===== src/rtl/core/thick_line_quad_expansion_unit_assert.svh =====
// Assertion macros for the thick line quad expansion unit.
// Included by the top level; needs nothing else.
`ifndef THICK_LINE_QUAD_EXPANSION_UNIT_ASSERT_SVH
`define THICK_LINE_QUAD_EXPANSION_UNIT_ASSERT_SVH
`ifndef SYNTHESIS
`define TLQE_ASSERT(label, clk, rst, prop, msg) \
   label: assert property (@(posedge clk) disable iff (rst) prop) else $error(msg);
`define TLQE_ASSERT_IMP(label, clk, rst, ante, cons, msg) \
   label: assert property (@(posedge clk) disable iff (rst) (ante) |-> (cons)) else $error(msg);
`else
`define TLQE_ASSERT(label, clk, rst, prop, msg)
`define TLQE_ASSERT_IMP(label, clk, rst, ante, cons, msg)
`endif
`endif


===== src/rtl/core/tlqe_pkg.sv =====
// Shared types and helpers of the thick line quad expansion unit.
// No dependencies.
package tlqe_pkg;
   localparam int unsigned SQRT_CELLS = 17;
   localparam int unsigned DIV_CELLS  = 12;
   localparam int unsigned FRONT_REGS = 3;
   localparam int unsigned N_STAGES   = FRONT_REGS + SQRT_CELLS + DIV_CELLS + 1;
   localparam int unsigned IN_BITS    = 112;
   localparam int unsigned OUT_BITS   = 160;

   typedef struct packed {
      logic signed [15:0] sx;
      logic signed [15:0] sy;
      logic signed [15:0] ex;
      logic signed [15:0] ey;
      logic [31:0]        color;
      logic [11:0]        th;
      logic signed [16:0] dx;
      logic signed [16:0] dy;
      logic [33:0]        dx2;
      logic [33:0]        dy2;
      logic [28:0]        px;
      logic [28:0]        py;
      logic [33:0]        sq;
      logic [19:0]        rem;
      logic [16:0]        root;
      logic [17:0]        den;
      logic [28:0]        rx;
      logic [28:0]        ry;
      logic [11:0]        qx;
      logic [11:0]        qy;
      logic               neg_x;
      logic               neg_y;
      logic               zero;
   } item_type;

   function automatic logic [15:0] sat16(input logic signed [17:0] v);
      logic [15:0] r;
      if (v > 18'sd32767) begin
         r = 16'h7FFF;
      end else if (v < -18'sd32768) begin
         r = 16'h8000;
      end else begin
         r = v[15:0];
      end
      return r;
   endfunction
endpackage


===== src/rtl/core/tlqe_front.sv =====
// Front of the pipe: differences, squares and products, then the radicand.
// Uses tlqe_pkg.
module tlqe_front import tlqe_pkg::*; (
   input  logic                clock,
   input  logic [2:0]          en,
   input  logic [IN_BITS-1:0]  req_tdata,
   output item_type            item
);
   item_type s0_ff, s0_in, s1_ff, s1_in, s2_ff, s2_in;
   logic [16:0] adx, ady;

   always_comb begin
      s0_in       = '0;
      s0_in.sx    = req_tdata[15:0];
      s0_in.sy    = req_tdata[31:16];
      s0_in.ex    = req_tdata[47:32];
      s0_in.ey    = req_tdata[63:48];
      s0_in.th    = req_tdata[75:64];
      s0_in.color = req_tdata[107:76];
      s0_in.dx    = {s0_in.ex[15], s0_in.ex} - {s0_in.sx[15], s0_in.sx};
      s0_in.dy    = {s0_in.ey[15], s0_in.ey} - {s0_in.sy[15], s0_in.sy};
   end

   always_comb begin
      adx         = s0_ff.dx[16] ? 17'(-s0_ff.dx) : s0_ff.dx;
      ady         = s0_ff.dy[16] ? 17'(-s0_ff.dy) : s0_ff.dy;
      s1_in       = s0_ff;
      s1_in.dx2   = 34'(adx) * 34'(adx);
      s1_in.dy2   = 34'(ady) * 34'(ady);
      // x offset is -dy scaled, y offset is dx scaled
      s1_in.px    = 29'(ady) * 29'(s0_ff.th);
      s1_in.py    = 29'(adx) * 29'(s0_ff.th);
      s1_in.neg_x = !s0_ff.dy[16] && (s0_ff.dy != '0);
      s1_in.neg_y = s0_ff.dx[16];
      s1_in.zero  = (s0_ff.dx == '0) && (s0_ff.dy == '0);
   end

   always_comb begin
      s2_in      = s1_ff;
      s2_in.sq   = s1_ff.dx2 + s1_ff.dy2;
      s2_in.rem  = '0;
      s2_in.root = '0;
   end

   always_ff @(posedge clock) begin
      if (en[0]) begin
         s0_ff <= s0_in;
      end
      if (en[1]) begin
         s1_ff <= s1_in;
      end
      if (en[2]) begin
         s2_ff <= s2_in;
      end
   end

   assign item = s2_ff;
endmodule


===== config.mk =====
export PLATFORM = sky130hd
export DESIGN_NAME = tlqe_front
export DESIGN_NICKNAME = d
export VERILOG_FILES = /design/src/rtl/core/thick_line_quad_expansion_unit_assert.svh /design/src/rtl/core/tlqe_pkg.sv /design/src/rtl/core/tlqe_front.sv
export SDC_FILE = /design/constraint.sdc
export NUM_CORES = 2
export LEC_CHECK = 0
export BUFFER_PORTS_ARGS = -buffer_cell sky130_fd_sc_hd__clkbuf_2
export CELL_PAD_IN_SITES_DETAIL_PLACEMENT = 0
export CELL_PAD_IN_SITES_GLOBAL_PLACEMENT = 1
export CORE_ASPECT_RATIO = 1.5
export CORE_UTILIZATION = 25
export DETAILED_ROUTE_END_ITERATION = 8
export PLACE_DENSITY_LB_ADDON = 0.12
export SLEW_MARGIN = 40
export SYNTH_ARGS = -nofsm -noshare
export SYNTH_HDL_FRONTEND = slang
export SYNTH_SLANG_ARGS = --single-unit

===== constraint.sdc =====
create_clock -name clock -period 9.6 [get_ports clock]
set_clock_uncertainty 0.15 [all_clocks]
set_input_delay 2.88 -clock clock [delete_from_list [all_inputs] [get_ports clock]]
set_output_delay 2.88 -clock clock [all_outputs]
set_load 0.01 [all_outputs]

==> flow_summary_export.csv <==
group,metric,value,unit
cells_and_area,final_net_count,6374,
worst_setup_path,timing.critical_path.slowest_cell_delay,610,ps
synth,postSynthAreaPerCell,11.7,sq um
clock_tree,tritoncts_clock_tree,"built",
cells_and_area,layout.filler_cells,22576,
worst_setup_path,ff2ff_path_depth,27,
global_routing,grt_start_max_net_pins,112,
floorplan,core_area,216000,sq um
place,placedCellCount,7930,
global_routing,grt_antenna_before_repair,3,
detailed_routing,per_cell_routed_wire_length,19.0,microns
worst_setup_path,critical_path.reg2reg.endpoint,"s1_ff[264]$_DFFE_PP_",
worst_setup_path,cpMaxStageDelayCell,"sky130_fd_sc_hd__a2111oi_1",
cells_and_area,area_growth,15.5,%
sta,period_needed,8760,ps
synth,number_of_flops_mapped_to_enable_cells_by_yosys,708,
place,placement.io_buffers,414,
detailed_routing,drt-initial-drc-count,1292,
worst_setup_path,critical-path-top-cell-by-count,"sky130_fd_sc_hd__fa_1",
sta,rsz0062_at_grt,"no",
sta,final_hold_viol_count,0,
sta,timing_worst_slew_pin_value,852,ps
synth,ys_async_sr_fraction,0,
sta,fin_worst_hold_slack,258,ps
sta,report.final.slew_viol_count,0,
floorplan,std_cell_rows,209,
hold_path,worstHoldEndpoint,"item[370]$_DFFE_PP_",
clock_tree,numCtsBuffers,79,
clock_tree,max-clock-path-buffers,3,
detailed_routing,route.detailed.vias_per_inst,4.10,
global_routing,grt_util_all_layers,0.142,
worst_setup_path,crit_path_end_kind,"flip-flop",
clock_tree,clock_insertion_delay_worst_skew,710,ps
floorplan,io-pin-count,558,
worst_setup_path,timing.rr.start,"s0_ff[302]$_DFFE_PP_",
hold_path,min_from,"s1_ff[370]$_DFFE_PP_",
worst_setup_path,cp.arrival,9070,ps
worst_setup_path,cp.required,9910,ps
synth,ys_seq_elements,708,
detailed_routing,post-route-drc-count,117,
sta,setup-violations-final,0,
status,status,"finished, violations left",
synth,post-synth-top-area-cell,"sky130_fd_sc_hd__edfxtp_1",
status,violated_checks,"design-rule violations",
floorplan,die_h,573,microns
worst_setup_path,timing.critical_path.max_delay_family,"adder cells",
cells_and_area,share_of_cells_above_drive_strength_1,0.134,
global_routing,globalRoute.totalOverflow,0,
global_routing,grt_first_pass_wirelength,233,mm
worst_setup_path,critPathKind,"flip-flop to flip-flop",
synth,synthesis.instances,4657,
cells_and_area,final_cell_count_no_fill,8072,
floorplan,initial_utilization,0.252,
synth,mappedNetlistArea,54400,sq um
place,finalWeightedCongestion,0.776,
worst_setup_path,ff2ff_setup_slack,840,ps
clock_tree,htreeDepth,3,
clock_tree,number_of_clock_sinks_seen_by_cts,708,
clock_tree,post_cts_buffers,0,
synth,ys_top_cells_by_area,"sky130_fd_sc_hd__edfxtp_1 39%, sky130_fd_sc_hd__fa_1 25%, sky130_fd_sc_hd__ha_1 9.5%",
hold_path,worstHoldPathType,"flip-flop to flip-flop",
clock_tree,post_cts.resized_instances,0,
sta,setup-tns-final,0,ps
detailed_routing,detail-route-antenna-nets,0,
synth,synth_largest_type_area_fraction,0.391,
global_routing,first_global_vias,37201,
hold_path,whs_path_depth,0,
place,dp_wirelength,121,mm
detailed_routing,route.vias.total,33128,
synth,synthesis.yosys.warnings,0,
job,maxCapViolations,0,
worst_setup_path,crit_buf_inv,5,
detailed_routing,drt_wirelength,153,mm
worst_setup_path,start_kind,"flip-flop",
sta,layout_worst_path_cycle_share,0.913,
clock_tree,clock-root-buffer,"sky130_fd_sc_hd__clkbuf_16",
detailed_routing,drt_first_pass_iters,9,
sta,highest_clock_rate,114,MHz
clock_tree,clk_pin_slew_worst_paths,70,ps
clock_tree,ctsHoldBuffers,0,
floorplan,dieWidth,383,microns
synth,yosysUniqueCellTypes,80,
synth,synth-seq-area-share,0.391,
sta,slew-limit-headroom,0.432,
synth,dominantRegCellSynth,"sky130_fd_sc_hd__edfxtp_1",
floorplan,die_area,219000,sq um
worst_setup_path,worstPathMaxFanout,8,
-- layer usage --
metal | wire (microns) | up-vias | global-route usage
met5 | 0 | - | 0
met4 | 3990 | 0 | 0.0385
met3 | 5450 | 146 | 0.0217
met2 | 80200 | 606 | 0.263
met1 | 63800 | 16778 | 0.169
li1 | - | 15598 | -
-- per-stage QoR --
stage                     setup WS [ps]  instance area [sq um]  utilization
final                               838                  62800        0.291
after global routing                216                  62800        0.291
after CTS                           714                  62800        0.291
after detailed placement            741                  60200        0.279
after global placement              761                  60100        0.278
after floorplan                    1430                  55000            -
-- layout by cell type (no fill, tap or decap), types with 6 or more instances in the layout --
master                      count
sky130_fd_sc_hd__a211oi_1      16
sky130_fd_sc_hd__a21o_1        72
sky130_fd_sc_hd__a21oi_1      128
sky130_fd_sc_hd__a31oi_1       15
sky130_fd_sc_hd__and2_1       138
sky130_fd_sc_hd__and3_1        35
sky130_fd_sc_hd__buf_4        114
sky130_fd_sc_hd__buf_6          6
sky130_fd_sc_hd__bufinv_16      7
sky130_fd_sc_hd__clkbuf_1      14
sky130_fd_sc_hd__clkbuf_16     79
sky130_fd_sc_hd__clkbuf_2     411
sky130_fd_sc_hd__clkinv_1      16
sky130_fd_sc_hd__clkinv_2      12
sky130_fd_sc_hd__conb_1       162
sky130_fd_sc_hd__edfxtp_1     708
sky130_fd_sc_hd__fa_1         683
sky130_fd_sc_hd__ha_1         411
sky130_fd_sc_hd__inv_1        917
sky130_fd_sc_hd__inv_2          8
sky130_fd_sc_hd__inv_6          6
sky130_fd_sc_hd__nand2_1      484
sky130_fd_sc_hd__nand2b_1      16
sky130_fd_sc_hd__nand3_1       29
sky130_fd_sc_hd__nand4_1       13
sky130_fd_sc_hd__nor2_1       202
sky130_fd_sc_hd__nor2b_1       36
sky130_fd_sc_hd__nor3_1        17
sky130_fd_sc_hd__o211ai_1       9
sky130_fd_sc_hd__o21a_1        19
sky130_fd_sc_hd__o21ai_0       85
sky130_fd_sc_hd__o21ai_1        9
sky130_fd_sc_hd__o21bai_1      14
sky130_fd_sc_hd__o31ai_1       13
sky130_fd_sc_hd__o41ai_1        8
sky130_fd_sc_hd__or3_1         10
sky130_fd_sc_hd__xnor2_1      135
sky130_fd_sc_hd__xnor2_2        7
sky130_fd_sc_hd__xor2_1        53
-- final cells by class --
class / instances / area [sq um] / share of cell area
Antenna cell: 1 / 2.50 / 0.0000399
Clock buffer: 93 / 2030 / 0.0323
Clock inverter: 47 / 566 / 0.00901
Inverter: 931 / 3500 / 0.0557
Multi-Input combinational cell: 2904 / 28700 / 0.458
Sequential cell: 708 / 21300 / 0.339
Tap cell: 2848 / 3560 / 0.0567
Timing Repair Buffer: 540 / 3150 / 0.0501
-- worst max-delay path by stage --
stage / from / endpoint / slack (ps) / depth (start not counted)
5_1_grt: s0_ff[302]$_DFFE_PP_ / s1_ff[262]$_DFFE_PP_ / 220 / 28
3_5_place_dp: s0_ff[301]$_DFFE_PP_ / s1_ff[264]$_DFFE_PP_ / 740 / 28
3_3_place_gp: s0_ff[301]$_DFFE_PP_ / s1_ff[264]$_DFFE_PP_ / 760 / 28
2_1_floorplan: s0_ff[300]$_DFFE_PP_ / s1_ff[264]$_DFFE_PP_ / 1430 / 31
6_report: s0_ff[302]$_DFFE_PP_ / s1_ff[264]$_DFFE_PP_ / 840 / 27
4_1_cts: s0_ff[302]$_DFFE_PP_ / s1_ff[263]$_DFFE_PP_ / 710 / 27
-- kinds of logic after synthesis --
family	count (synthesis)	share of synthesized area
compound gates	441	0.0523
other cells	2	0.000138
buf+inv	1205	0.0934
flops	708	0.391
mux	1	0.000184
simple gates	1005	0.0839
fa+ha+maj	1094	0.346
xor+xnor	201	0.0329
-- sequential cells by signal, summed over array words and instances (netlist names) --
signal / count
s0_ff: 142
item: 300
s1_ff: 266
-- cell usage after synthesis (4+ instances only) --
cell                       instances
sky130_fd_sc_hd__xor2_1           55
sky130_fd_sc_hd__buf_4           142
sky130_fd_sc_hd__o21bai_1         14
sky130_fd_sc_hd__o21ai_1           9
sky130_fd_sc_hd__edfxtp_1        708
sky130_fd_sc_hd__xnor2_1         144
sky130_fd_sc_hd__inv_1           917
sky130_fd_sc_hd__nand2_1         484
sky130_fd_sc_hd__ha_1            411
sky130_fd_sc_hd__a21o_1           72
sky130_fd_sc_hd__o211ai_1          9
sky130_fd_sc_hd__buf_1             7
sky130_fd_sc_hd__nor3_1           17
sky130_fd_sc_hd__fa_1            683
sky130_fd_sc_hd__a21oi_1         128
sky130_fd_sc_hd__a311oi_1          4
sky130_fd_sc_hd__o21ai_0          85
sky130_fd_sc_hd__nand2b_1         16
sky130_fd_sc_hd__inv_2             8
sky130_fd_sc_hd__and2_1          138
sky130_fd_sc_hd__nor2_1          202
sky130_fd_sc_hd__a21boi_0          4
sky130_fd_sc_hd__nand4_1          13
sky130_fd_sc_hd__o31ai_1          13
sky130_fd_sc_hd__a31oi_1          15
sky130_fd_sc_hd__o41ai_1           8
sky130_fd_sc_hd__a41oi_1           4
sky130_fd_sc_hd__clkinv_1          5
sky130_fd_sc_hd__o21a_1           19
sky130_fd_sc_hd__clkbuf_1        119
sky130_fd_sc_hd__nand2_2           5
sky130_fd_sc_hd__or3_1            10
sky130_fd_sc_hd__nand3_1          29
sky130_fd_sc_hd__and3_1           35
sky130_fd_sc_hd__nor2b_1          36
sky130_fd_sc_hd__a211oi_1         16
sky130_fd_sc_hd__o221ai_1          5
Power is not shown: default switching activity piles up to over one toggle a cycle in this logic, so the estimate is an artifact.
