===== src/rtl/core/thick_line_quad_expansion_unit_assert.svh =====
// Assertion macros for the thick line quad expansion unit.
// Included by the top level; needs nothing else.
`ifndef THICK_LINE_QUAD_EXPANSION_UNIT_ASSERT_SVH
`define THICK_LINE_QUAD_EXPANSION_UNIT_ASSERT_SVH
`ifndef SYNTHESIS
`define TLQE_ASSERT(label, clk, rst, prop, msg) \
   label: assert property (@(posedge clk) disable iff (rst) prop) else $error(msg);
`define TLQE_ASSERT_IMP(label, clk, rst, ante, cons, msg) \
   label: assert property (@(posedge clk) disable iff (rst) (ante) |-> (cons)) else $error(msg);
`else
`define TLQE_ASSERT(label, clk, rst, prop, msg)
`define TLQE_ASSERT_IMP(label, clk, rst, ante, cons, msg)
`endif
`endif


===== src/rtl/core/tlqe_pkg.sv =====
// Shared types and helpers of the thick line quad expansion unit.
// No dependencies.
package tlqe_pkg;
   localparam int unsigned SQRT_CELLS = 17;
   localparam int unsigned DIV_CELLS  = 12;
   localparam int unsigned FRONT_REGS = 3;
   localparam int unsigned N_STAGES   = FRONT_REGS + SQRT_CELLS + DIV_CELLS + 1;
   localparam int unsigned IN_BITS    = 112;
   localparam int unsigned OUT_BITS   = 160;

   typedef struct packed {
      logic signed [15:0] sx;
      logic signed [15:0] sy;
      logic signed [15:0] ex;
      logic signed [15:0] ey;
      logic [31:0]        color;
      logic [11:0]        th;
      logic signed [16:0] dx;
      logic signed [16:0] dy;
      logic [33:0]        dx2;
      logic [33:0]        dy2;
      logic [28:0]        px;
      logic [28:0]        py;
      logic [33:0]        sq;
      logic [19:0]        rem;
      logic [16:0]        root;
      logic [17:0]        den;
      logic [28:0]        rx;
      logic [28:0]        ry;
      logic [11:0]        qx;
      logic [11:0]        qy;
      logic               neg_x;
      logic               neg_y;
      logic               zero;
   } item_type;

   function automatic logic [15:0] sat16(input logic signed [17:0] v);
      logic [15:0] r;
      if (v > 18'sd32767) begin
         r = 16'h7FFF;
      end else if (v < -18'sd32768) begin
         r = 16'h8000;
      end else begin
         r = v[15:0];
      end
      return r;
   endfunction
endpackage


===== src/rtl/core/tlqe_sqrt_cell.sv =====
// One cell of the square root chain: settles one root bit per stage.
// Uses tlqe_pkg.
module tlqe_sqrt_cell import tlqe_pkg::*; (
   input  logic     clock,
   input  logic     en,
   input  item_type d,
   output item_type q
);
   item_type    q_ff, q_in;
   logic [19:0] r, t;

   always_comb begin
      q_in = d;
      // bring down the next two radicand bits
      r    = {d.rem[17:0], d.sq[33:32]};
      t    = {1'b0, d.root, 2'b01};
      if (r >= t) begin
         q_in.rem  = r - t;
         q_in.root = {d.root[15:0], 1'b1};
      end else begin
         q_in.rem  = r;
         q_in.root = {d.root[15:0], 1'b0};
      end
      q_in.sq = {d.sq[31:0], 2'b00};
   end

   always_ff @(posedge clock) begin
      if (en) begin
         q_ff <= q_in;
      end
   end

   assign q = q_ff;
endmodule


===== config.mk =====
export PLATFORM = sky130hd
export DESIGN_NAME = tlqe_sqrt_cell
export DESIGN_NICKNAME = d
export VERILOG_FILES = /design/src/rtl/core/thick_line_quad_expansion_unit_assert.svh /design/src/rtl/core/tlqe_pkg.sv /design/src/rtl/core/tlqe_sqrt_cell.sv
export SDC_FILE = /design/constraint.sdc
export NUM_CORES = 1
export LEC_CHECK = 0
export BUFFER_PORTS_ARGS = -buffer_cell sky130_fd_sc_hd__buf_4
export CORE_AREA = 8 8 339 341
export DETAILED_ROUTE_END_ITERATION = 16
export DIE_AREA = 0 0 347 349
export PLACE_DENSITY_LB_ADDON = 0.2
export SETUP_SLACK_MARGIN = 0.4
export SYNTH_ARGS = -nofsm -noshare
export SYNTH_HDL_FRONTEND = slang
export SYNTH_SLANG_ARGS = --single-unit

===== constraint.sdc =====
create_clock -name clock -period 2.5 [get_ports clock]
set_clock_uncertainty 0.05 [all_clocks]
set_input_delay 0.5 -clock clock [delete_from_list [all_inputs] [get_ports clock]]
set_output_delay 0.5 -clock clock [all_outputs]
set_load 0.005 [all_outputs]

==> results of run 1 <==
## layer usage
| metal | wire, um | vias up | track usage |
|---|---|---|---|
| met2 | 39800 | 458 | 0.214 |
| met5 | 26 | - | 0 |
| met1 | 26000 | 5784 | 0.117 |
| met4 | 1720 | 4 | 0.0306 |
| met3 | 5320 | 89 | 0.0393 |
| li1 | - | 5383 | - |
## per-stage QoR
step,area (um^2),hold WS [ns]
final,30000,0.113
after global routing,30000,0.0496
after CTS,29900,0.0286
after detailed placement,23800,0.629
after global placement,23800,0.628
after floorplan,14800,0.549
## layout make-up
type | count | area share
Clock inverter | 36 | 0.0119
Clock buffer | 68 | 0.0496
Timing Repair Buffer | 1384 | 0.386
Sequential cell | 440 | 0.440
Antenna cell | 3 | 0.000250
Tap cell | 1426 | 0.0594
Multi-Input combinational cell | 159 | 0.0492
Inverter | 24 | 0.00354
## placed cells by master (no fill, tap or decap), drive strengths merged, types with 6 or more instances in the layout
cell type,count
o21ai,13
inv,26
o211ai,7
ha,19
nor2,12
dlygate4sd3,417
edfxtp,440
nand4,6
clkbuf,68
mux2,15
nand2,11
clkinv,27
xnor2,12
buf,967
a21oi,15
## worst max-delay path by stage
stage	startpoint	to	slack, ns	cells past startpoint
2_1_floorplan	d[108]	q[124]$_DFFE_PP_	-0.13	10
3_3_place_gp	d[107]	q[123]$_DFFE_PP_	-0.50	10
3_5_place_dp	d[107]	q[122]$_DFFE_PP_	-0.50	10
4_1_cts	d[106]	q[126]$_DFFE_PP_	0.31	11
5_1_grt	d[106]	q[126]$_DFFE_PP_	0.26	11
6_report	d[106]	q[126]$_DFFE_PP_	0.30	11
## power groups by stage
| stage | Clock [mW] | Combinational (mW) | Sequential [mW] |
|---|---|---|---|
| finish | 8.11 | 3.25 | 9.04 |
| global route | 8.74 | 3.47 | 9.10 |
| CTS | 8.51 | 3.31 | 9.05 |
| detailed placement | 0 | 2.66 | 9.19 |
| global placement | 0 | 2.65 | 9.19 |
| floorplan | 0 | 0.407 | 9.22 |
## synthesized netlist by cell type
library cell / count
a2111oi_2: 1
a211o_1: 1
a211oi_1: 5
a21boi_0: 1
a21o_1: 3
a21oi_1: 14
a21oi_2: 1
a31o_2: 1
a31oi_1: 2
a31oi_2: 1
and2_1: 2
and2b_1: 1
and4_1: 1
buf_2: 2
buf_4: 3
buf_6: 3
clkbuf_1: 2
clkbuf_2: 2
conb_1: 1
edfxtp_1: 440
ha_1: 19
inv_1: 24
mux2_2: 2
mux2_4: 13
mux2i_1: 1
nand2_1: 11
nand2b_1: 2
nand3_1: 5
nand4_1: 6
nor2_1: 12
nor2b_1: 1
nor3_1: 5
nor4_2: 1
o211ai_1: 6
o211ai_4: 1
o21a_1: 5
o21ai_0: 13
o21bai_1: 1
o22ai_1: 1
o22ai_2: 1
xnor2_1: 12
xor2_1: 5
## what timing repair did
item / CTS / global route
resized for setup: 15 / 21
pin swaps: 8 / 9
endpoints found under the hold margin: 417 / 0
gates cloned: 1 / 0
hold buffers: 417 / 0
buffers inserted: 3 / 4
setup endpoints to repair: 18 / 20
## cell families (layout without fill, tap and decap cells)
logic type | after synthesis | in the layout | share of synthesized area
AO/OA/AOI/OAI | 58 | 58 | 0.0273
XOR/XNOR | 17 | 17 | 0.0102
adder cells (fa/ha/maj) | 19 | 19 | 0.0162
buffers and inverters | 36 | 1512 | 0.0119
flip-flops | 440 | 440 | 0.903
multiplexers | 16 | 16 | 0.0156
other | 1 | 5 | 0.000256
AND/OR/NAND/NOR | 47 | 47 | 0.0160
==> flow_summary.toml, run 1 <==
[yosys]
ys_ff_latch = 440
syn_inst = 634
syn_area_um2 = 14600
ys_warn_count = 0
synth-seq-area-share = 0.903
syn_avg_cell_area_um2 = 23.1
yosys-top-cells-area = "edfxtp_1 90%, ha_1 1.6%, mux2_4 1.3%"
yosysUniqueCellTypes = 42
synth_top_cell_by_area = "edfxtp_1"
synth_top_area_share = 0.903

[clock_tree]
cts_tree = "yes"
htreeDepth = 2
clock_sinks = 440
cts-root-buf = "clkbuf_16"
clock_path_buffers = 3
cts-buffers-inserted = 57
path_clk_slew_ns = 0.06

[pwr]
power.switching_mw = 4.85
p_clk_frac = 0.397
internal-power_mw = 15.6
p_leak_nw = 12.3
p_total_mw = 20.4
p_comb_frac = 0.160
switching_share = 0.238
powerDensity_nw_per_um2 = 679
pwr-share-seq = 0.443
vdd_drop_max_mv = 0.552

[final_layout]
regArea_um2 = 13200
multi_input_area_um2 = 1480
utilization = 0.274
fin_cells = 3540
syn_to_final_growth_pct = 105
fillCellCount = 11292
largest_reg_flops = 440
drive_gt1_frac = 0.519
nets = 2529

[worst_setup_path]
crit_fanout = 8
timing_worst_setup_path_type = "in2reg"
slowest_stage = "nor4_4"
cp_top_family = "buffers and inverters"
cp_slowest_stage_delay_ns = 0.34
crit_arrival_ns = 2.52
path_buf_inv = 4
start_kind = "input pin"
crit_chain = "buf_8, clkinvlp_4, ha_4, nand4_1, nor4_4, a2111oi_4, a21o_1, a31oi_4, buf_6, buf_12, mux2_4"
endpoint_kind = "register"
cp.required_ns = 2.82

[hold_path]
hold-path-endpoint = "q[106]$_DFFE_PP_"
hold_depth = 2
hp-class = "in2reg"
hold_start = "d[105]"

[die]
dieHeight_um = 349
initial_core_util = 0.134
die-area_um2 = 121000
ioPinCount = 886
coreArea_um2 = 110000
rows = 122
die_w_um = 347

[drt]
drtIter0Drc = 548
routed_via_density = 3.31
wl_per_cell_um = 20.6
vias = 11718
drc = 0
drt-pass1-iter-count = 4
ant_nets = 0
wirelength_um = 72900

[run]
maxCapViolations = 0

[timing]
hold_viol_final = 0
fin_ws_ns = 0.300
post-route-period-util = 0.880
fin_crit_ns = 2.20
slew_viol_final = 0
fin_tns_setup_ns = 0
clock.fmax_ghz = 0.455
finalSetupViolations = 0
rsz0062_at_grt = "true"

[placed_design]
gp_congestion = 0.818
portBuffers = 881
hpwlAfterDp_um = 57700
dp_cells = 3008
post-place-ws_ns = -0.504

[global_routing]
grt_pass1_wl_um = 99200
antenna_found_initial = 7
grt_pass1_vias = 13373
grt_start_max_net_pins = 68
grt_overflow = 0
grt_use_total = 0.113

[run_status]
status = "completed"
Power figures use the tool's default switching activity.
==> run 2, diff against run 1 <==
clock period = 1.8 ns   (was 2.5 ns; I/O delays follow)
==> run 2 against run 1 <==
The run now ends with negative setup slack left; combinational power grew 51%; flip-flop and latch count is the same; wire length grew 0.58%; design area grew 4.5%; critical endpoint is now q[127]$_DFFE_PP_; largest power group unchanged; sequential share of layout area shrank 1.9 points; setup slack lost 0.60 ns; sequential power grew 40%; first-iteration DRC count shrank 10%; non-clock buffer count grew 20; final cell count grew 0.40%; critical path depth shrank 1; core utilization grew 1.2 points; largest cell class unchanged; critical path type unchanged.
==> flow_summary.toml, run 2 (synthesized netlist as in run 1, its figures left out) <==
[run_status]
status = "finished with violations"
failed_checks = "negative setup slack"

[timing]
post-route-period-util = 1.17
clock.fmax_ghz = 0.476
hold_viol_final = 0
slew_viol_final = 0
fin_ws_ns = -0.299
finalSetupViolations = 20
fin_crit_ns = 2.10
rsz0062_at_grt = "true"

[worst_setup_path]
start_kind = "input pin"
endpoint_kind = "register"
timing_worst_setup_path_type = "in2reg"
crit_fanout = 10
cp.required_ns = 2.11
crit_arrival_ns = 2.41

[die]
die-area_um2 = 121000
ioPinCount = 886
dieHeight_um = 349
rows = 122
die_w_um = 347
coreArea_um2 = 110000
initial_core_util = 0.134

[global_routing]
grt_pass1_wl_um = 101000
grt_use_total = 0.114
grt_overflow = 0
grt_util_met3 = 0.0427
grt_pass1_vias = 13666
grt_start_max_net_pins = 62
antenna_found_initial = 11
use_met2 = 0.209
grtUsageMet1 = 0.118
grt_most_used_layer = "met2"

[final_layout]
utilization = 0.286
drive_gt1_frac = 0.515
syn_to_final_growth_pct = 114
nets = 2547
final_common_cell = "buf_4"
largest_reg_flops = 440
fillCellCount = 11161
fin_cells = 3554
most-common-layout-cells = "588 x buf_4, 440 x edfxtp_1, 426 x dlygate4sd3_1, 377 x buf_6, 56 x clkbuf_16"
design_area_um2 = 31400

[placed_design]
place_area_um2 = 23900
gp_congestion = 0.797
dp_cells = 3024
portBuffers = 881
hpwlAfterDp_um = 58300

[drt]
ant_nets = 0
vias = 11815
wirelength_um = 73300
wl_per_cell_um = 20.6
drtIter0Drc = 492
routed_via_density = 3.32
drc = 0
drt-pass1-iter-count = 4

[run]
maxCapViolations = 0

[pwr]
powerDensity_nw_per_um2 = 892
p_leak_nw = 12.8
vdd_drop_max_mv = 0.756

[clock_tree]
clock_sinks = 440
cts_tree = "yes"
htreeDepth = 2
path_clk_slew_ns = 0.06
clock_path_buffers = 3
cts-buffers-inserted = 55
cts-root-buf = "clkbuf_16"

[hold_path]
hp-class = "in2reg"
## run 2: changes by cell type in the layout (fill, tap and decap cells not counted), sizes merged
cell         change
clkinvlp         +2
bufinv           -4
buf             +11
clkbuf           -6
inv              -1
clkinv           +3
dlygate4sd3      +9
## run 2: final timing paths
check | start | endpoint | slack (ns) | cells after the start
worst min-delay path | d[130] | q[132]$_DFFE_PP_ | 0.09 | 3
worst max-delay path | d[106] | q[127]$_DFFE_PP_ | -0.30 | 10
## run 2: metrics by stage
stage	worst slack [ns]	setup TNS [ns]	hold slack (ns)	total power [mW]
after floorplan	-0.690	-12.83	0.409	13.4
after global placement	-1.02	-19.30	0.488	16.5
after detailed placement	-1.01	-19.27	0.489	16.5
after CTS	-0.283	-4.48	0.0290	28.4
after global routing	-0.363	-6.66	0.0583	29.2
final	-0.299	-5.13	0.0941	28.0
## run 2: repair_timing
| item | CTS | global route |
|---|---|---|
| resized for setup | 235 | 162 |
| buffers inserted | 1 | 2 |
| pin swaps | 0 | 8 |
| endpoints found under the setup margin | 461 | 461 |
| endpoints found under the hold margin | 426 | 0 |
| hold buffers | 426 | 0 |
## run 2: area by class of cell
type,instances,area [um^2],area share
repair buffers,1404,13200,0.420
inverters,24,104,0.00331
diodes,3,7.51,0.000239
multi-input cells,159,1430,0.0457
clock buffers,62,1420,0.0454
clock inverters,36,250,0.00797
well taps,1426,1780,0.0568
flip-flops and latches,440,13200,0.421
## run 2: worst max-delay path: stages
cell        delay (ns)
buf_8             0.08
clkinvlp_4        0.17
ha_4              0.32
nand4_1           0.13
nor4_4            0.33
a2111oi_4         0.09
a21o_1            0.22
a31oi_4           0.21
buf_12            0.18
mux2_4            0.31
## run 2: power by group
part	leakage, nW	internal, mW	total (mW)	switching, mW
clock network	0.812	5.82	10.4	4.54
registers	4.31	12.3	12.7	0.425
logic	7.67	3.13	4.92	1.80
total	12.8	21.2	28.0	6.77
## run 2: per-layer routing
layer,vias up,share of wire
li1,5424,-
met1,5790,0.35
met2,471,0.53
met3,124,0.082
met4,6,0.039
met5,-,0.00046
==> run 3, diff against run 2 <==
--- a/constraint.sdc
+++ b/constraint.sdc
@@ -3,3 +3,3 @@
 set_input_delay 0.36 -clock clock [delete_from_list [all_inputs] [get_ports clock]]
 set_output_delay 0.36 -clock clock [all_outputs]
-set_load 0.005 [all_outputs]
+set_load 0.1 [all_outputs]
==> run 3 against run 2 <==
The run still ends with negative setup slack left; global-route usage barely moved; setup slack worse by 0.00092 ns; critical path depth unchanged; design area rose by 3.3%; highest routed layer unchanged; combinational power rose by 130%; clock power about the same; non-clock buffer count is the same.
==> flow_summary.toml, run 3 (synthesized netlist as in run 1, its figures left out) <==
[pwr]
p_comb_frac = 0.329
internal-power_mw = 21.7
vdd_drop_max_mv = 0.760
pwr-share-seq = 0.371
powerDensity_nw_per_um2 = 1070
p_clk_frac = 0.300
p_total_mw = 34.5
switching_share = 0.370
p_leak_nw = 13.2
power.switching_mw = 12.8

[final_layout]
fillCellCount = 11040
syn_to_final_growth_pct = 121
most-common-layout-cells = "546 x buf_4, 440 x edfxtp_1, 426 x dlygate4sd3_1, 314 x buf_6, 104 x buf_12"
largest_reg_flops = 440
nets = 2547
final_common_cell = "buf_4"
drive_gt1_frac = 0.515

[clock_tree]
path_clk_slew_ns = 0.06
htreeDepth = 2
cts-root-buf = "clkbuf_16"
clock_sinks = 440
cts-buffers-inserted = 55
cts_tree = "yes"
clock_path_buffers = 3

[timing]
post-route-period-util = 1.17
fin_tns_setup_ns = -5.19
rsz0062_at_grt = "true"
fin_crit_ns = 2.10
fin_ws_ns = -0.300
hold_viol_final = 0
slew_viol_final = 0
clock.fmax_ghz = 0.476
finalSetupViolations = 21

[worst_setup_path]
cp.required_ns = 2.12
crit_chain = "buf_8, clkinvlp_4, ha_4, nand4_1, nor4_4, a2111oi_4, a21o_1, a31oi_4, buf_12, mux2_4"
endpoint_kind = "register"
slowest_stage = "nor4_4"
timing_worst_setup_path_type = "in2reg"
crit_fanout = 9
crit_arrival_ns = 2.42
cp_slowest_stage_delay_ns = 0.33
start_kind = "input pin"

[die]
initial_core_util = 0.134
die_w_um = 347
die-area_um2 = 121000
dieHeight_um = 349
rows = 122
ioPinCount = 886
coreArea_um2 = 110000

[placed_design]
portBuffers = 881
gp_congestion = 0.797
hpwlAfterDp_um = 58300

[global_routing]
grt_overflow = 0
grt_pass1_wl_um = 100000
antenna_found_initial = 11
grt_start_max_net_pins = 62
grt_use_total = 0.114
grt_pass1_vias = 13684

[run_status]
status = "finished with violations"
failed_checks = "negative setup slack"

[drt]
drc = 0
wl_per_cell_um = 20.7
routed_via_density = 3.32
drtIter0Drc = 446
vias = 11806
wirelength_um = 73500
drt-pass1-iter-count = 4
ant_nets = 0

[run]
maxCapViolations = 0

[hold_path]
hold_start = "d[130]"
hold_depth = 3
hold-path-endpoint = "q[132]$_DFFE_PP_"
hp-class = "in2reg"
[run 3: how the worst max path moves through the flow]
| stage | from | endpoint | slack, ns | cells past startpoint |
|---|---|---|---|---|
| global placement | d[106] | q[137]$_DFFE_PP_ | -1.02 | 12 |
| finish | d[106] | q[132]$_DFFE_PP_ | -0.30 | 10 |
| CTS | d[106] | q[122]$_DFFE_PP_ | -0.28 | 10 |
| floorplan | d[108] | q[124]$_DFFE_PP_ | -0.69 | 10 |
| detailed placement | d[106] | q[137]$_DFFE_PP_ | -1.01 | 12 |
| global route | d[106] | q[128]$_DFFE_PP_ | -0.36 | 10 |
[run 3: worst max-delay path, delay by kind of cell]
family | cells | cell delay [ns]
AO/OA/AOI/OAI | 3 | 0.52
AND/OR/NAND/NOR | 2 | 0.46
buffers and inverters | 3 | 0.44
adder cells (fa/ha/maj) | 1 | 0.32
multiplexers | 1 | 0.30
[run 3: layout make-up]
cell class,count,area (um^2),area share
multi-input combinational,159,1430,0.0442
inverter,24,104,0.00320
antenna,3,7.51,0.000232
tap,1426,1780,0.0551
sequential,440,13200,0.408
clock inverter,36,250,0.00772
timing repair buffer,1404,14200,0.438
clock buffer,62,1420,0.0439
[run 3: metal layers]
metal,wire length (um),vias to the layer above,GRT usage
li1,-,5419,-
met1,25900,5789,0.117
met2,38700,462,0.208
met3,5870,128,0.0437
met4,2940,8,0.0450
met5,42,-,0
[run 3: timing repair]
action	CTS	global route
resized for setup	359	279
hold buffers	426	0
pin swaps	0	8
buffers inserted	1	2
setup endpoints to repair	461	461
hold endpoints to repair	426	0
[run 3: per-stage QoR]
stage	setup slack [ns]	cell area (um^2)	cells	hold slack, ns	utilization
after global routing	-0.363	32400	3554	0.0582	0.296
after floorplan	-0.690	14800	635	0.409	-
after detailed placement	-1.01	23900	3024	0.489	0.218
final	-0.300	32400	3554	0.101	0.296
after global placement	-1.02	23900	3024	0.488	0.218
after CTS	-0.283	31300	3549	0.0290	0.285
[run 3: power groups by stage]
stage | registers (mW) | clock network, mW | logic [mW]
2_1_floorplan | 18.8 | 0 | 0.583
3_3_place_gp | 12.8 | 0 | 9.74
3_5_place_dp | 12.8 | 0 | 9.74
4_1_cts | 12.7 | 10.9 | 11.1
5_1_grt | 12.9 | 11.2 | 11.7
6_report | 12.8 | 10.4 | 11.4
