**config.mk**
```make
export PLATFORM = sky130hd
export DESIGN_NAME = tlqe_div_cell
export DESIGN_NICKNAME = d
export VERILOG_FILES = /design/src/rtl/core/thick_line_quad_expansion_unit_assert.svh /design/src/rtl/core/tlqe_pkg.sv /design/src/rtl/core/tlqe_div_cell.sv
export SDC_FILE = /design/constraint.sdc
export NUM_CORES = 1
export LEC_CHECK = 0
export BUFFER_PORTS_ARGS = -buffer_cell sky130_fd_sc_hd__buf_2
export CAP_MARGIN = 20
export CORE_AREA = 3 3 346 348
export CTS_CLUSTER_SIZE = 24
export DETAILED_ROUTE_END_ITERATION = 8
export DIE_AREA = 0 0 349 351
export SYNTH_ARGS = -nofsm -noshare
export SYNTH_HDL_FRONTEND = slang
export SYNTH_SLANG_ARGS = --single-unit
```
**constraint.sdc**
```tcl
create_clock -name clock -period 3.5 [get_ports clock]
set_input_delay 0.7 -clock clock [delete_from_list [all_inputs] [get_ports clock]]
set_output_delay 0.7 -clock clock [all_outputs]
set_load 0.1 [all_outputs]
```
**src/rtl/core/thick_line_quad_expansion_unit_assert.svh**
```systemverilog
// Assertion macros for the thick line quad expansion unit.
// Included by the top level; needs nothing else.
`ifndef THICK_LINE_QUAD_EXPANSION_UNIT_ASSERT_SVH
`define THICK_LINE_QUAD_EXPANSION_UNIT_ASSERT_SVH
`ifndef SYNTHESIS
`define TLQE_ASSERT(label, clk, rst, prop, msg) \
   label: assert property (@(posedge clk) disable iff (rst) prop) else $error(msg);
`define TLQE_ASSERT_IMP(label, clk, rst, ante, cons, msg) \
   label: assert property (@(posedge clk) disable iff (rst) (ante) |-> (cons)) else $error(msg);
`else
`define TLQE_ASSERT(label, clk, rst, prop, msg)
`define TLQE_ASSERT_IMP(label, clk, rst, ante, cons, msg)
`endif
`endif

```
**src/rtl/core/tlqe_pkg.sv**
```systemverilog
// Shared types and helpers of the thick line quad expansion unit.
// No dependencies.
package tlqe_pkg;
   localparam int unsigned SQRT_CELLS = 17;
   localparam int unsigned DIV_CELLS  = 12;
   localparam int unsigned FRONT_REGS = 3;
   localparam int unsigned N_STAGES   = FRONT_REGS + SQRT_CELLS + DIV_CELLS + 1;
   localparam int unsigned IN_BITS    = 112;
   localparam int unsigned OUT_BITS   = 160;

   typedef struct packed {
      logic signed [15:0] sx;
      logic signed [15:0] sy;
      logic signed [15:0] ex;
      logic signed [15:0] ey;
      logic [31:0]        color;
      logic [11:0]        th;
      logic signed [16:0] dx;
      logic signed [16:0] dy;
      logic [33:0]        dx2;
      logic [33:0]        dy2;
      logic [28:0]        px;
      logic [28:0]        py;
      logic [33:0]        sq;
      logic [19:0]        rem;
      logic [16:0]        root;
      logic [17:0]        den;
      logic [28:0]        rx;
      logic [28:0]        ry;
      logic [11:0]        qx;
      logic [11:0]        qy;
      logic               neg_x;
      logic               neg_y;
      logic               zero;
   } item_type;

   function automatic logic [15:0] sat16(input logic signed [17:0] v);
      logic [15:0] r;
      if (v > 18'sd32767) begin
         r = 16'h7FFF;
      end else if (v < -18'sd32768) begin
         r = 16'h8000;
      end else begin
         r = v[15:0];
      end
      return r;
   endfunction
endpackage

```
**src/rtl/core/tlqe_div_cell.sv**
```systemverilog
// One cell of the divide chain: one quotient bit for each offset component.
// Uses tlqe_pkg.
module tlqe_div_cell import tlqe_pkg::*; #(
   parameter int unsigned STEP = 0
) (
   input  logic     clock,
   input  logic     en,
   input  item_type d,
   output item_type q
);
   item_type    q_ff, q_in;
   logic [29:0] dsh;

   always_comb begin
      q_in = d;
      dsh  = 30'(d.den) << STEP;
      if ({1'b0, d.rx} >= dsh) begin
         q_in.rx       = 29'({1'b0, d.rx} - dsh);
         q_in.qx[STEP] = 1'b1;
      end
      if ({1'b0, d.ry} >= dsh) begin
         q_in.ry       = 29'({1'b0, d.ry} - dsh);
         q_in.qy[STEP] = 1'b1;
      end
   end

   always_ff @(posedge clock) begin
      if (en) begin
         q_ff <= q_in;
      end
   end

   assign q = q_ff;
endmodule

```
==> metrics.txt, run 1 <==
combined area of the multi-input logic cells=2700 sq um; leakage power total=between 10 and 15 nW; mean routed wirelength per cell=about 24 microns; most common library cells after synthesis=442 x sky130_fd_sc_hd__edfxtp_1, 48 x sky130_fd_sc_hd__a21oi_1, 46 x sky130_fd_sc_hd__nand2_1; total setup buffers inserted after CTS=0; gpl congestion=0.917; initial drt markers=844; count of mapped cells out of synthesis=873; max cap viols=0; GRT Overall Usage=0.125; PortBufs=885; HPWL after DPL=68.7 mm; Setup Total Neg Slack=0 ns; Sw Share=0.400; register bit count reported by yosys=442; multiplexer share of the synthesized area=0.00349; post-synth net total=1,355; most used flip-flop cell after synthesis=sky130_fd_sc_hd__edfxtp_1; ratio of routed vias to standard cells=3.56; clock-pin transition on the worst setup and hold timing paths=0.06 ns; final number of setup-violating endpoints=0; power share of the clock group=0.317; number of antenna violations at the first check in global routing=48; Switching Power=6.67 mW; clock tree root buffer cell=sky130_fd_sc_hd__clkbuf_16; remaining number of nets flagged by the antenna check after routing=0; total number of vias=12,178; FP Rows=125; CP Class=input pin to flop; pin count of the biggest net entering global routing=73; Die Width=349 microns; setup repair after global routing missed its margin=no; share of post-route cells with drive strength above 1=0.539; dominant cells by area after synthesis=sky130_fd_sc_hd__edfxtp_1 82%, sky130_fd_sc_hd__ha_1 2.8%, sky130_fd_sc_hd__a21oi_1 1.5%; number of CTS-inserted buffers=54; simple-gate share of the synthesized area=0.0550; Least-Margin Pin Slew=0.768 ns; post-synthesis compound-gate area fraction=0.0505; kind of launch point of the worst setup path=input pin; worst min path class=input pin to flop; Worst Path Required=3.88 ns; CTS tree=built; number of DRC violations after detailed routing=0; ratio of final minimum period to clock period=0.827; area leader, netlist=sky130_fd_sc_hd__edfxtp_1; NumNets Final=2,332; number of levels the H-tree was split into=2; register area=13,300 sq um; Critical path destination=q[45]$_DFFE_PP_; Filler cells=12,590; share of total power in combinational logic=0.292; Data arrival, critical path=around 3.3 ns; final max-slew violation count=0; Post-synth ARST share=0; effective utilization at floorplan=0.138; number of hold buffers added after cts=0; Max transition margin=0.488; crit path capture type=flop; count of distinct cell types in the synthesized netlist=58; PD cells=680 nW/um^2; total internal power=10.0 mW; final global-route overflow total=0; worst hold slack across all endpoints=0.215 ns; die boundary height=351 microns; hold violation total from the final report=0; share of the yosys chip area belonging to registers=0.823; share of the synthesized netlist area taken by xor and xnor gates=0.0277; post-CTS resize count=0; startpoint of the worst setup timing path=d[27]; result of the run=completed; wire length of the first global-routing pass=roughly 100 mm; Min Clock Period, post-route=2.89 ns; worst vdd rail ir drop=395 uV; largest family of logic cells by synthesized area=simple AND/OR/NAND/NOR gates; largest fanout on the critical path=3; detailed-router iteration count before antenna repair=5; Warnings, synthesis=0; EDFF count, synth=~440; arithmetic-cell share of the synthesized area counting full adders, half adders and majority gates=0.0304; Die Outline Area=122,000 sq um; number of global-route vias before repair=12,142; f_max=roughly 350 MHz; count of pins on the block boundary=886; clock sinks=442; register share of total power=0.391; Largest register FFs=442; total wire length=81.5 mm; cell with the most instances after synthesis=sky130_fd_sc_hd__edfxtp_1; share of the synthesized area in the top cell type=0.823; average cell area after synthesis=around 18 sq um; maximum buffer depth of the clock tree=3; total core area=117,000 sq um; area added between synthesis and finish=52.1%; post-synthesis instance area=between 15,000 and 20,000 sq um
power groups by stage:
stage	sequential (mW)	combinational [mW]	clock [mW]
after floorplan	9.87	0.372	0
after global placement	6.63	4.91	0
after detailed placement	6.63	4.91	0
after CTS	6.54	4.92	5.51
after global routing	6.57	5.01	5.69
final	6.53	4.86	5.28
how the worst min path moves through the flow:
stage / startpoint / slack, ns / to / depth (start not counted)
2_1_floorplan: d[0] / 0.80 / q[0]$_DFFE_PP_ / 0
6_report: d[379] / 0.21 / q[379]$_DFFE_PP_ / 1
3_5_place_dp: d[423] / 0.88 / q[423]$_DFFE_PP_ / 1
3_3_place_gp: d[362] / 0.88 / q[362]$_DFFE_PP_ / 1
4_1_cts: d[398] / 0.13 / q[398]$_DFFE_PP_ / 1
5_1_grt: d[398] / 0.15 / q[398]$_DFFE_PP_ / 1
cell type report:
| cell class | count | share of cell area |
|---|---|---|
| repair buffers | 934 | 0.199 |
| multi-input cells | 392 | 0.110 |
| well taps | 1524 | 0.0778 |
| flip-flops and latches | 442 | 0.541 |
| inverters | 26 | 0.00398 |
| diodes | 5 | 0.000510 |
| clock inverters | 29 | 0.0104 |
| clock buffers | 67 | 0.0571 |
through the flow:
step / total power, mW / worst slack, ns / cell area [sq um] / util / cells
6_report: 16.7 / 0.606 / 24500 / 0.210 / 3419
5_1_grt: 17.3 / 0.563 / 24500 / 0.210 / 3414
4_1_cts: 17.0 / 0.744 / 24500 / 0.210 / 3414
3_5_place_dp: 11.5 / 0.0406 / 22900 / 0.196 / 3318
3_3_place_gp: 11.5 / 0.0697 / 22900 / 0.196 / 3318
2_1_floorplan: 10.2 / 0.485 / 16100 / - / 873
critical path: stages:
cell and delay, ns:
sky130_fd_sc_hd__buf_2 0.09, sky130_fd_sc_hd__inv_1 0.04, sky130_fd_sc_hd__ha_1 0.22, sky130_fd_sc_hd__fa_1 0.41
sky130_fd_sc_hd__nand2b_1 0.18, sky130_fd_sc_hd__a211oi_1 0.28, sky130_fd_sc_hd__or4_4 0.23, sky130_fd_sc_hd__a2111oi_4 0.08
sky130_fd_sc_hd__a2111oi_1 0.49, sky130_fd_sc_hd__o21a_1 0.30, sky130_fd_sc_hd__nor2_1 0.09, sky130_fd_sc_hd__xor2_1 0.14
kinds of logic after synthesis:
logic type | after synthesis
compound gates | 132
fa+ha+maj | 38
xor+xnor | 51
buf+inv | 39
simple gates | 166
mux | 5
flops | 442
per-layer routing:
layer,global-route usage,up-vias,part of all wire
met5,0,-,0.0023
met2,0.211,665,0.49
li1,-,5362,-
met3,0.0633,121,0.12
met4,0.0372,30,0.027
met1,0.139,6000,0.36
layout by cell type, fill, tap and decap left out, types with 3 or more instances in the layout:
master / netlist / layout
sky130_fd_sc_hd__nor4_1: 6 / 6
sky130_fd_sc_hd__buf_2: 5 / 884
sky130_fd_sc_hd__a211oi_1: 6 / 6
sky130_fd_sc_hd__clkbuf_1: 6 / 13
sky130_fd_sc_hd__nor2_1: 42 / 42
sky130_fd_sc_hd__inv_1: 25 / 25
sky130_fd_sc_hd__buf_12: 0 / 6
sky130_fd_sc_hd__mux2_2: 5 / 5
sky130_fd_sc_hd__a21oi_1: 48 / 48
sky130_fd_sc_hd__nor2b_1: 5 / 5
sky130_fd_sc_hd__ha_1: 36 / 36
sky130_fd_sc_hd__nor3_1: 6 / 6
sky130_fd_sc_hd__and4_1: 3 / 3
sky130_fd_sc_hd__nand4_1: 7 / 7
sky130_fd_sc_hd__nand3_1: 10 / 10
sky130_fd_sc_hd__clkbuf_16: 0 / 54
sky130_fd_sc_hd__and3_1: 4 / 4
sky130_fd_sc_hd__nand2b_1: 16 / 16
sky130_fd_sc_hd__nand2_1: 46 / 46
sky130_fd_sc_hd__xnor2_1: 27 / 27
sky130_fd_sc_hd__o31ai_1: 3 / 3
sky130_fd_sc_hd__edfxtp_1: 442 / 442
sky130_fd_sc_hd__o21a_1: 5 / 5
sky130_fd_sc_hd__xor2_1: 24 / 24
sky130_fd_sc_hd__a31oi_1: 5 / 5
sky130_fd_sc_hd__nand3b_1: 3 / 3
sky130_fd_sc_hd__clkinv_1: 1 / 11
sky130_fd_sc_hd__or3_1: 4 / 4
sky130_fd_sc_hd__clkinv_2: 0 / 4
sky130_fd_sc_hd__buf_4: 1 / 43
sky130_fd_sc_hd__a21o_1: 10 / 10
sky130_fd_sc_hd__diode_2: 0 / 5
sky130_fd_sc_hd__clkinvlp_4: 0 / 6
sky130_fd_sc_hd__o21ai_0: 33 / 33
(Power assumes the default switching activity.)
==> inputs of run 2 (changes only) <==
==> constraint.sdc (replaced) <==
create_clock -name clock -period 3 [get_ports clock]
set_input_delay 0.6 -clock clock [delete_from_list [all_inputs] [get_ports clock]]
set_output_delay 0.6 -clock clock [all_outputs]
set_load 0.1 [all_outputs]
==> run 2 against run 1 <==
  * Non-clock buffer count is 103 higher
  * Largest power group unchanged
  * Largest cell class unchanged
  * Utilization increased by 0.75 points
  * Final area grew 3.5%
  * Sequential power increased by 16%
  * Global-route usage is 0.088 points lower
  * Critical path depth rose by 1
  * Worst setup slack worse by 0.36 ns
  * Sequential share of layout area is 1.9 points lower
==> metrics.txt, run 2 (synthesis gave the netlist of run 1 again) <==
result of the run=completed; most frequent cells in the layout=884 x sky130_fd_sc_hd__buf_2, 442 x sky130_fd_sc_hd__edfxtp_1, 146 x sky130_fd_sc_hd__buf_4, 52 x sky130_fd_sc_hd__clkbuf_16, 48 x sky130_fd_sc_hd__a21oi_1; pin count of the biggest net entering global routing=66 (-9.6%); Worst Path Required=3.39 ns (-0.49 ns); post-CTS resize count=0 (unchanged); gpl congestion=0.867 (-5.4%); max cap viols=0 (unchanged); number of cells on the worst hold path=1 (unchanged); mean routed wirelength per cell=23.0 microns (-3.4%); NumNets Final=2,433 (+4.3%); CP Class=input pin to flop; number of hold buffers added after cts=0 (unchanged); Data arrival, critical path=3.14 ns (-0.14 ns); launch instance of the worst min-delay path=d[346]; clock-pin transition on the worst setup and hold timing paths=0.07 ns (about the same); detailed-route wire length on metal 1=29.0 mm (-1.7%); die boundary height=351 microns (unchanged); Die Outline Area=122,000 sq um (unchanged); clock tree root buffer cell=sky130_fd_sc_hd__clkbuf_16; ratio of routed vias to standard cells=3.50 (-1.7%); leakage power total=10.6 nW (+5.6%); Setup Total Neg Slack=0 ns (unchanged); GRT Overall Usage=0.124 (-0.000882); area added between synthesis and finish=57.5%; setup repair after global routing missed its margin=no; routed wire length on met2=40.3 mm (+1.8%); wire length of the first global-routing pass=104 mm (-0.12%); share of post-route cells with drive strength above 1=0.567 (+0.0289); total wire length=81.2 mm (-0.30%); count of pins on the block boundary=886 (unchanged); most common library cell in the layout ignoring fill and taps=sky130_fd_sc_hd__buf_2; largest fanout on the critical path=4 (+1); hold violation total from the final report=0 (unchanged); f_max=363 MHz; PD cells=783 nW/um^2 (+15%); number of DRC violations after detailed routing=0 (unchanged); remaining number of nets flagged by the antenna check after routing=0 (unchanged); Die Width=349 microns (unchanged); final number of setup-violating endpoints=0 (unchanged); Max transition margin=0.466 (-0.0228); total number of vias=12,353 (+1.4%); post-route cell area=25,400 sq um (+3.5%); HPWL after DPL=68.6 mm (-0.16%); detailed-router iteration count before antenna repair=5 (unchanged); total core area=117,000 sq um (unchanged); clock sinks=442 (unchanged); number of levels the H-tree was split into=2 (unchanged); core utilization of the finished layout=0.218 (+0.00746); FP Rows=125 (unchanged); final global-route overflow total=0 (unchanged); total setup buffers inserted after CTS=0 (unchanged); Largest register FFs=442 (unchanged); initial drt markers=780 (-7.6%); placement-stage cell area=23,600 sq um (+3.4%); crit path capture type=flop; PortBufs=885 (unchanged); number of antenna violations at the first check in global routing=50 (+4.2%); met3 wirelength from detailed routing=10.3 mm (+3.0%); worst vdd rail ir drop=437 uV (+11%); final max-slew violation count=0 (unchanged); number of CTS-inserted buffers=52 (-3.7%); endpoint with the worst hold slack=q[346]$_DFFE_PP_; Min Clock Period, post-route=2.75 ns; ratio of final minimum period to clock period=0.917; effective utilization at floorplan=0.138 (unchanged); maximum buffer depth of the clock tree=3 (unchanged); worst min path class=input pin to flop; CTS tree=built; highest metal layer used by the detailed router=met5; Least-Margin Pin Slew=0.782 ns (+0.0139 ns); kind of launch point of the worst setup path=input pin; number of global-route vias before repair=12,289 (+1.2%)
## run 2: critical path, cell delays in order
cell,delay (ns)
sky130_fd_sc_hd__buf_2,0.09
sky130_fd_sc_hd__inv_1,0.04
sky130_fd_sc_hd__ha_1,0.21
sky130_fd_sc_hd__fa_1,0.40
sky130_fd_sc_hd__nor2b_1,0.18
sky130_fd_sc_hd__o31ai_1,0.09
sky130_fd_sc_hd__buf_4,0.15
sky130_fd_sc_hd__a2111oi_0,0.69
sky130_fd_sc_hd__o41ai_1,0.15
sky130_fd_sc_hd__nand2b_1,0.13
sky130_fd_sc_hd__a221oi_1,0.10
sky130_fd_sc_hd__xor2_1,0.21
sky130_fd_sc_hd__o21ai_1,0.09
## run 2: final cells by class
class                   count  area (sq um)
inverters                  26          97.6
diodes                     10          25.0
flip-flops and latches    442         13300
multi-input cells         392          2700
repair buffers           1037          5660
fillers                 12503         91100
clock buffers              60          1330
clock inverters            36           408
well taps                1524          1910
## run 2: worst max-delay path by stage
stage	slack (ns)	end	startpoint	cells past startpoint
2_1_floorplan	0.08	q[45]$_DFFE_PP_	d[27]	11
3_3_place_gp	-0.32	q[53]$_DFFE_PP_	d[27]	12
3_5_place_dp	-0.36	q[72]$_DFFE_PP_	d[56]	13
4_1_cts	0.36	q[72]$_DFFE_PP_	d[56]	13
5_1_grt	0.12	q[46]$_DFFE_PP_	d[94]	13
6_report	0.25	q[72]$_DFFE_PP_	d[56]	13
## run 2: per-stage QoR
step           power [mW]  hold slack [ns]  setup slack [ns]  instances
2_1_floorplan        11.9            0.699            0.0848        873
3_3_place_gp         13.6            0.776            -0.323       3421
6_report             19.9            0.119             0.248       3527
5_1_grt              20.6           0.0581             0.123       3520
4_1_cts              20.2           0.0326             0.355       3517
3_5_place_dp         13.6            0.778            -0.357       3421
## run 2: power by group
group          total (mW)  internal [mW]  switching, mW
Clock                6.46           3.62           2.84
Sequential           7.60           7.42          0.186
Combinational        5.81          0.933           4.88
Total                19.9           12.0           7.91
## run 2: metal layers
| layer | GRT usage | up-vias |
|---|---|---|
| met5 | 0 | - |
| met4 | 0.0286 | 32 |
| met3 | 0.0635 | 102 |
| met2 | 0.215 | 640 |
| met1 | 0.136 | 6012 |
| li1 | - | 5567 |
==> inputs of run 3 (changes only) <==
--- a/config.mk
+++ b/config.mk
@@ -11,6 +11,7 @@
 export CTS_CLUSTER_SIZE = 24
 export DETAILED_ROUTE_END_ITERATION = 8
 export DIE_AREA = 0 0 349 351
+export REMOVE_ABC_BUFFERS = 1
 export SYNTH_ARGS = -nofsm -noshare
 export SYNTH_HDL_FRONTEND = slang
 export SYNTH_SLANG_ARGS = --single-unit
==> run 3 against run 2 <==
  * First-iteration DRC count down 5.9%
  * Worst setup slack worse by 0.14 ns
  * Critical endpoint is now q[46]$_DFFE_PP_
  * Final cell count up 0.26%
  * Fmax down 4.8%
  * Sequential power about the same
==> metrics.txt, run 3 (synthesis gave the netlist of run 1 again) <==
clock sinks=442 (unchanged); crit path cell chain=buf_2 -> inv_1 -> ha_1 -> nor2b_1 -> o2111ai_1 -> nand4_1 -> a21oi_1 -> buf_4 -> o21ai_0 -> a31oi_1 -> nor3b_1 -> xor2_1; Critical path destination=q[46]$_DFFE_PP_; initial drt markers=734 (-5.9%); startpoint of the worst setup timing path=d[86]; f_max=346 MHz (-4.8%); remaining number of nets flagged by the antenna check after routing=0 (unchanged); instance count after placement with tap cells included=3,424 (+0.088%); pin count of the biggest net entering global routing=87 (+32%); total number of vias=12,371 (+0.15%); wire length of the first global-routing pass=102 mm (-2.0%); final global-route overflow total=0 (unchanged); total setup buffers inserted after CTS=0 (unchanged); PD cells=779 nW/um^2 (-0.45%); number of levels the H-tree was split into=2 (unchanged); clock tree root buffer cell=sky130_fd_sc_hd__clkbuf_16; number of DRC violations after detailed routing=0 (unchanged); number of CTS-inserted buffers=54 (+3.8%); Worst Setup Slack post-DPL=-0.623 ns (-0.265 ns); area added between synthesis and finish=57.7%; number of global-route vias before repair=12,501 (+1.7%); leakage power total=10.6 nW (about the same); maximum buffer depth of the clock tree=3 (unchanged); slowest cell on the critical path=sky130_fd_sc_hd__a31oi_1; crit path capture type=flop; result of the run=completed; mean routed wirelength per cell=22.5 microns (-2.5%); worst vdd rail ir drop=496 uV (+14%); worst path setup slack after routing=0.110 ns (-0.138 ns); ratio of final minimum period to clock period=0.963 (+0.0461); Cell Count, Final, Fillers Out=3,536 (+0.26%); NumNets Final=2,438 (+0.21%); GRT Overall Usage=0.122 (-0.00247); Max transition margin=0.520 (+0.0542); clock-pin transition on the worst setup and hold timing paths=0.07 ns (about the same); Min Clock Period, post-route=2.89 ns (+0.138 ns); number of antenna violations at the first check in global routing=70 (+40%); gpl congestion=0.845 (-2.6%); count of pins on the block boundary=886 (unchanged); HPWL after DPL=66.3 mm (-3.4%); Die Width=349 microns (unchanged); Worst Path Required=3.36 ns (-0.03 ns); die boundary height=351 microns (unchanged); CTS tree=built; final number of setup-violating endpoints=0 (unchanged); most common library cell in the layout ignoring fill and taps=sky130_fd_sc_hd__buf_2; kind of launch point of the worst setup path=input pin; hold violation total from the final report=0 (unchanged); Die Outline Area=122,000 sq um (unchanged); Data arrival, critical path=3.25 ns (+0.11 ns); worst min path class=input pin to flop; share of post-route cells with drive strength above 1=0.567 (about the same); total wire length=79.4 mm (-2.2%); PortBufs=885 (unchanged); largest fanout on the critical path=4 (unchanged); ratio of routed vias to standard cells=3.50 (-0.11%); setup repair after global routing missed its margin=no; most frequent cells in the layout=884 x sky130_fd_sc_hd__buf_2, 442 x sky130_fd_sc_hd__edfxtp_1, 148 x sky130_fd_sc_hd__buf_4, 54 x sky130_fd_sc_hd__clkbuf_16, 48 x sky130_fd_sc_hd__a21oi_1; CP Class=input pin to flop; max cap viols=0 (unchanged); Least-Margin Pin Slew=0.714 ns (-0.0672 ns); FP Rows=125 (unchanged); effective utilization at floorplan=0.138 (unchanged); Largest register FFs=442 (unchanged); CP peak stage delay=0.36 ns (-0.33 ns); Filler cells=12,452 (-0.41%); final max-slew violation count=0 (unchanged); detailed-router iteration count before antenna repair=5 (unchanged); total core area=117,000 sq um (unchanged)
[run 3: routing by layer]
metal  vias to the layer above  track usage  routed length, microns
li1                       5583            -                       -
met4                        32       0.0440                    2590
met1                      5953        0.130                   28100
met3                       127       0.0540                    8810
met5                         -            0                     183
met2                       676        0.213                   39800
[run 3: timing repair]
item | in CTS | in global routing
setup endpoints to repair | 0 | 2
resized for setup | 0 | 1
hold buffers | 0 | 0
[run 3: through the flow]
step | setup TNS (ns) | power [mW] | hold slack (ns) | utilization | area [sq um]
detailed placement | -20.43 | 13.6 | 0.778 | 0.203 | 23700
global placement | -16.45 | 13.6 | 0.777 | 0.203 | 23700
floorplan | -0.646 | 11.9 | 0.699 | - | 16100
finish | 0 | 19.8 | 0.114 | 0.218 | 25400
global route | 0 | 20.5 | 0.0511 | 0.218 | 25400
CTS | 0 | 20.2 | 0.0291 | 0.218 | 25400
[run 3: report_power, final]
part | leakage, nW | internal, mW | switching [mW] | total (mW)
sequential | 4.33 | 7.42 | 0.173 | 7.59
combinational | 5.47 | 0.947 | 4.86 | 5.80
clock | 0.838 | 3.54 | 2.88 | 6.42
total | 10.6 | 11.9 | 7.91 | 19.8
[run 3: worst max-delay path, delay by kind of cell]
kind                     cells  cell delay [ns]
AO/OA/AOI/OAI                4             1.10
XOR/XNOR                     1             0.10
adder cells (fa/ha/maj)      1             0.28
buffers and inverters        3             0.37
AND/OR/NAND/NOR              3             0.78
[run 3: cell type report]
class	count	area, sq um	area share
diodes	12	30.0	0.00118
multi-input cells	392	2700	0.106
clock buffers	62	1380	0.0543
inverters	26	97.6	0.00384
flip-flops and latches	442	13300	0.522
repair buffers	1040	5690	0.224
clock inverters	38	348	0.0137
well taps	1524	1910	0.0750
[run 3: how the worst min path moves through the flow]
stage,start,to,slack (ns),depth (start not counted)
2_1_floorplan,d[0],q[0]$_DFFE_PP_,0.70,0
3_3_place_gp,d[191],q[191]$_DFFE_PP_,0.78,1
3_5_place_dp,d[121],q[121]$_DFFE_PP_,0.78,1
4_1_cts,d[407],q[407]$_DFFE_PP_,0.03,1
5_1_grt,d[379],q[379]$_DFFE_PP_,0.05,1
6_report,d[389],q[389]$_DFFE_PP_,0.11,1
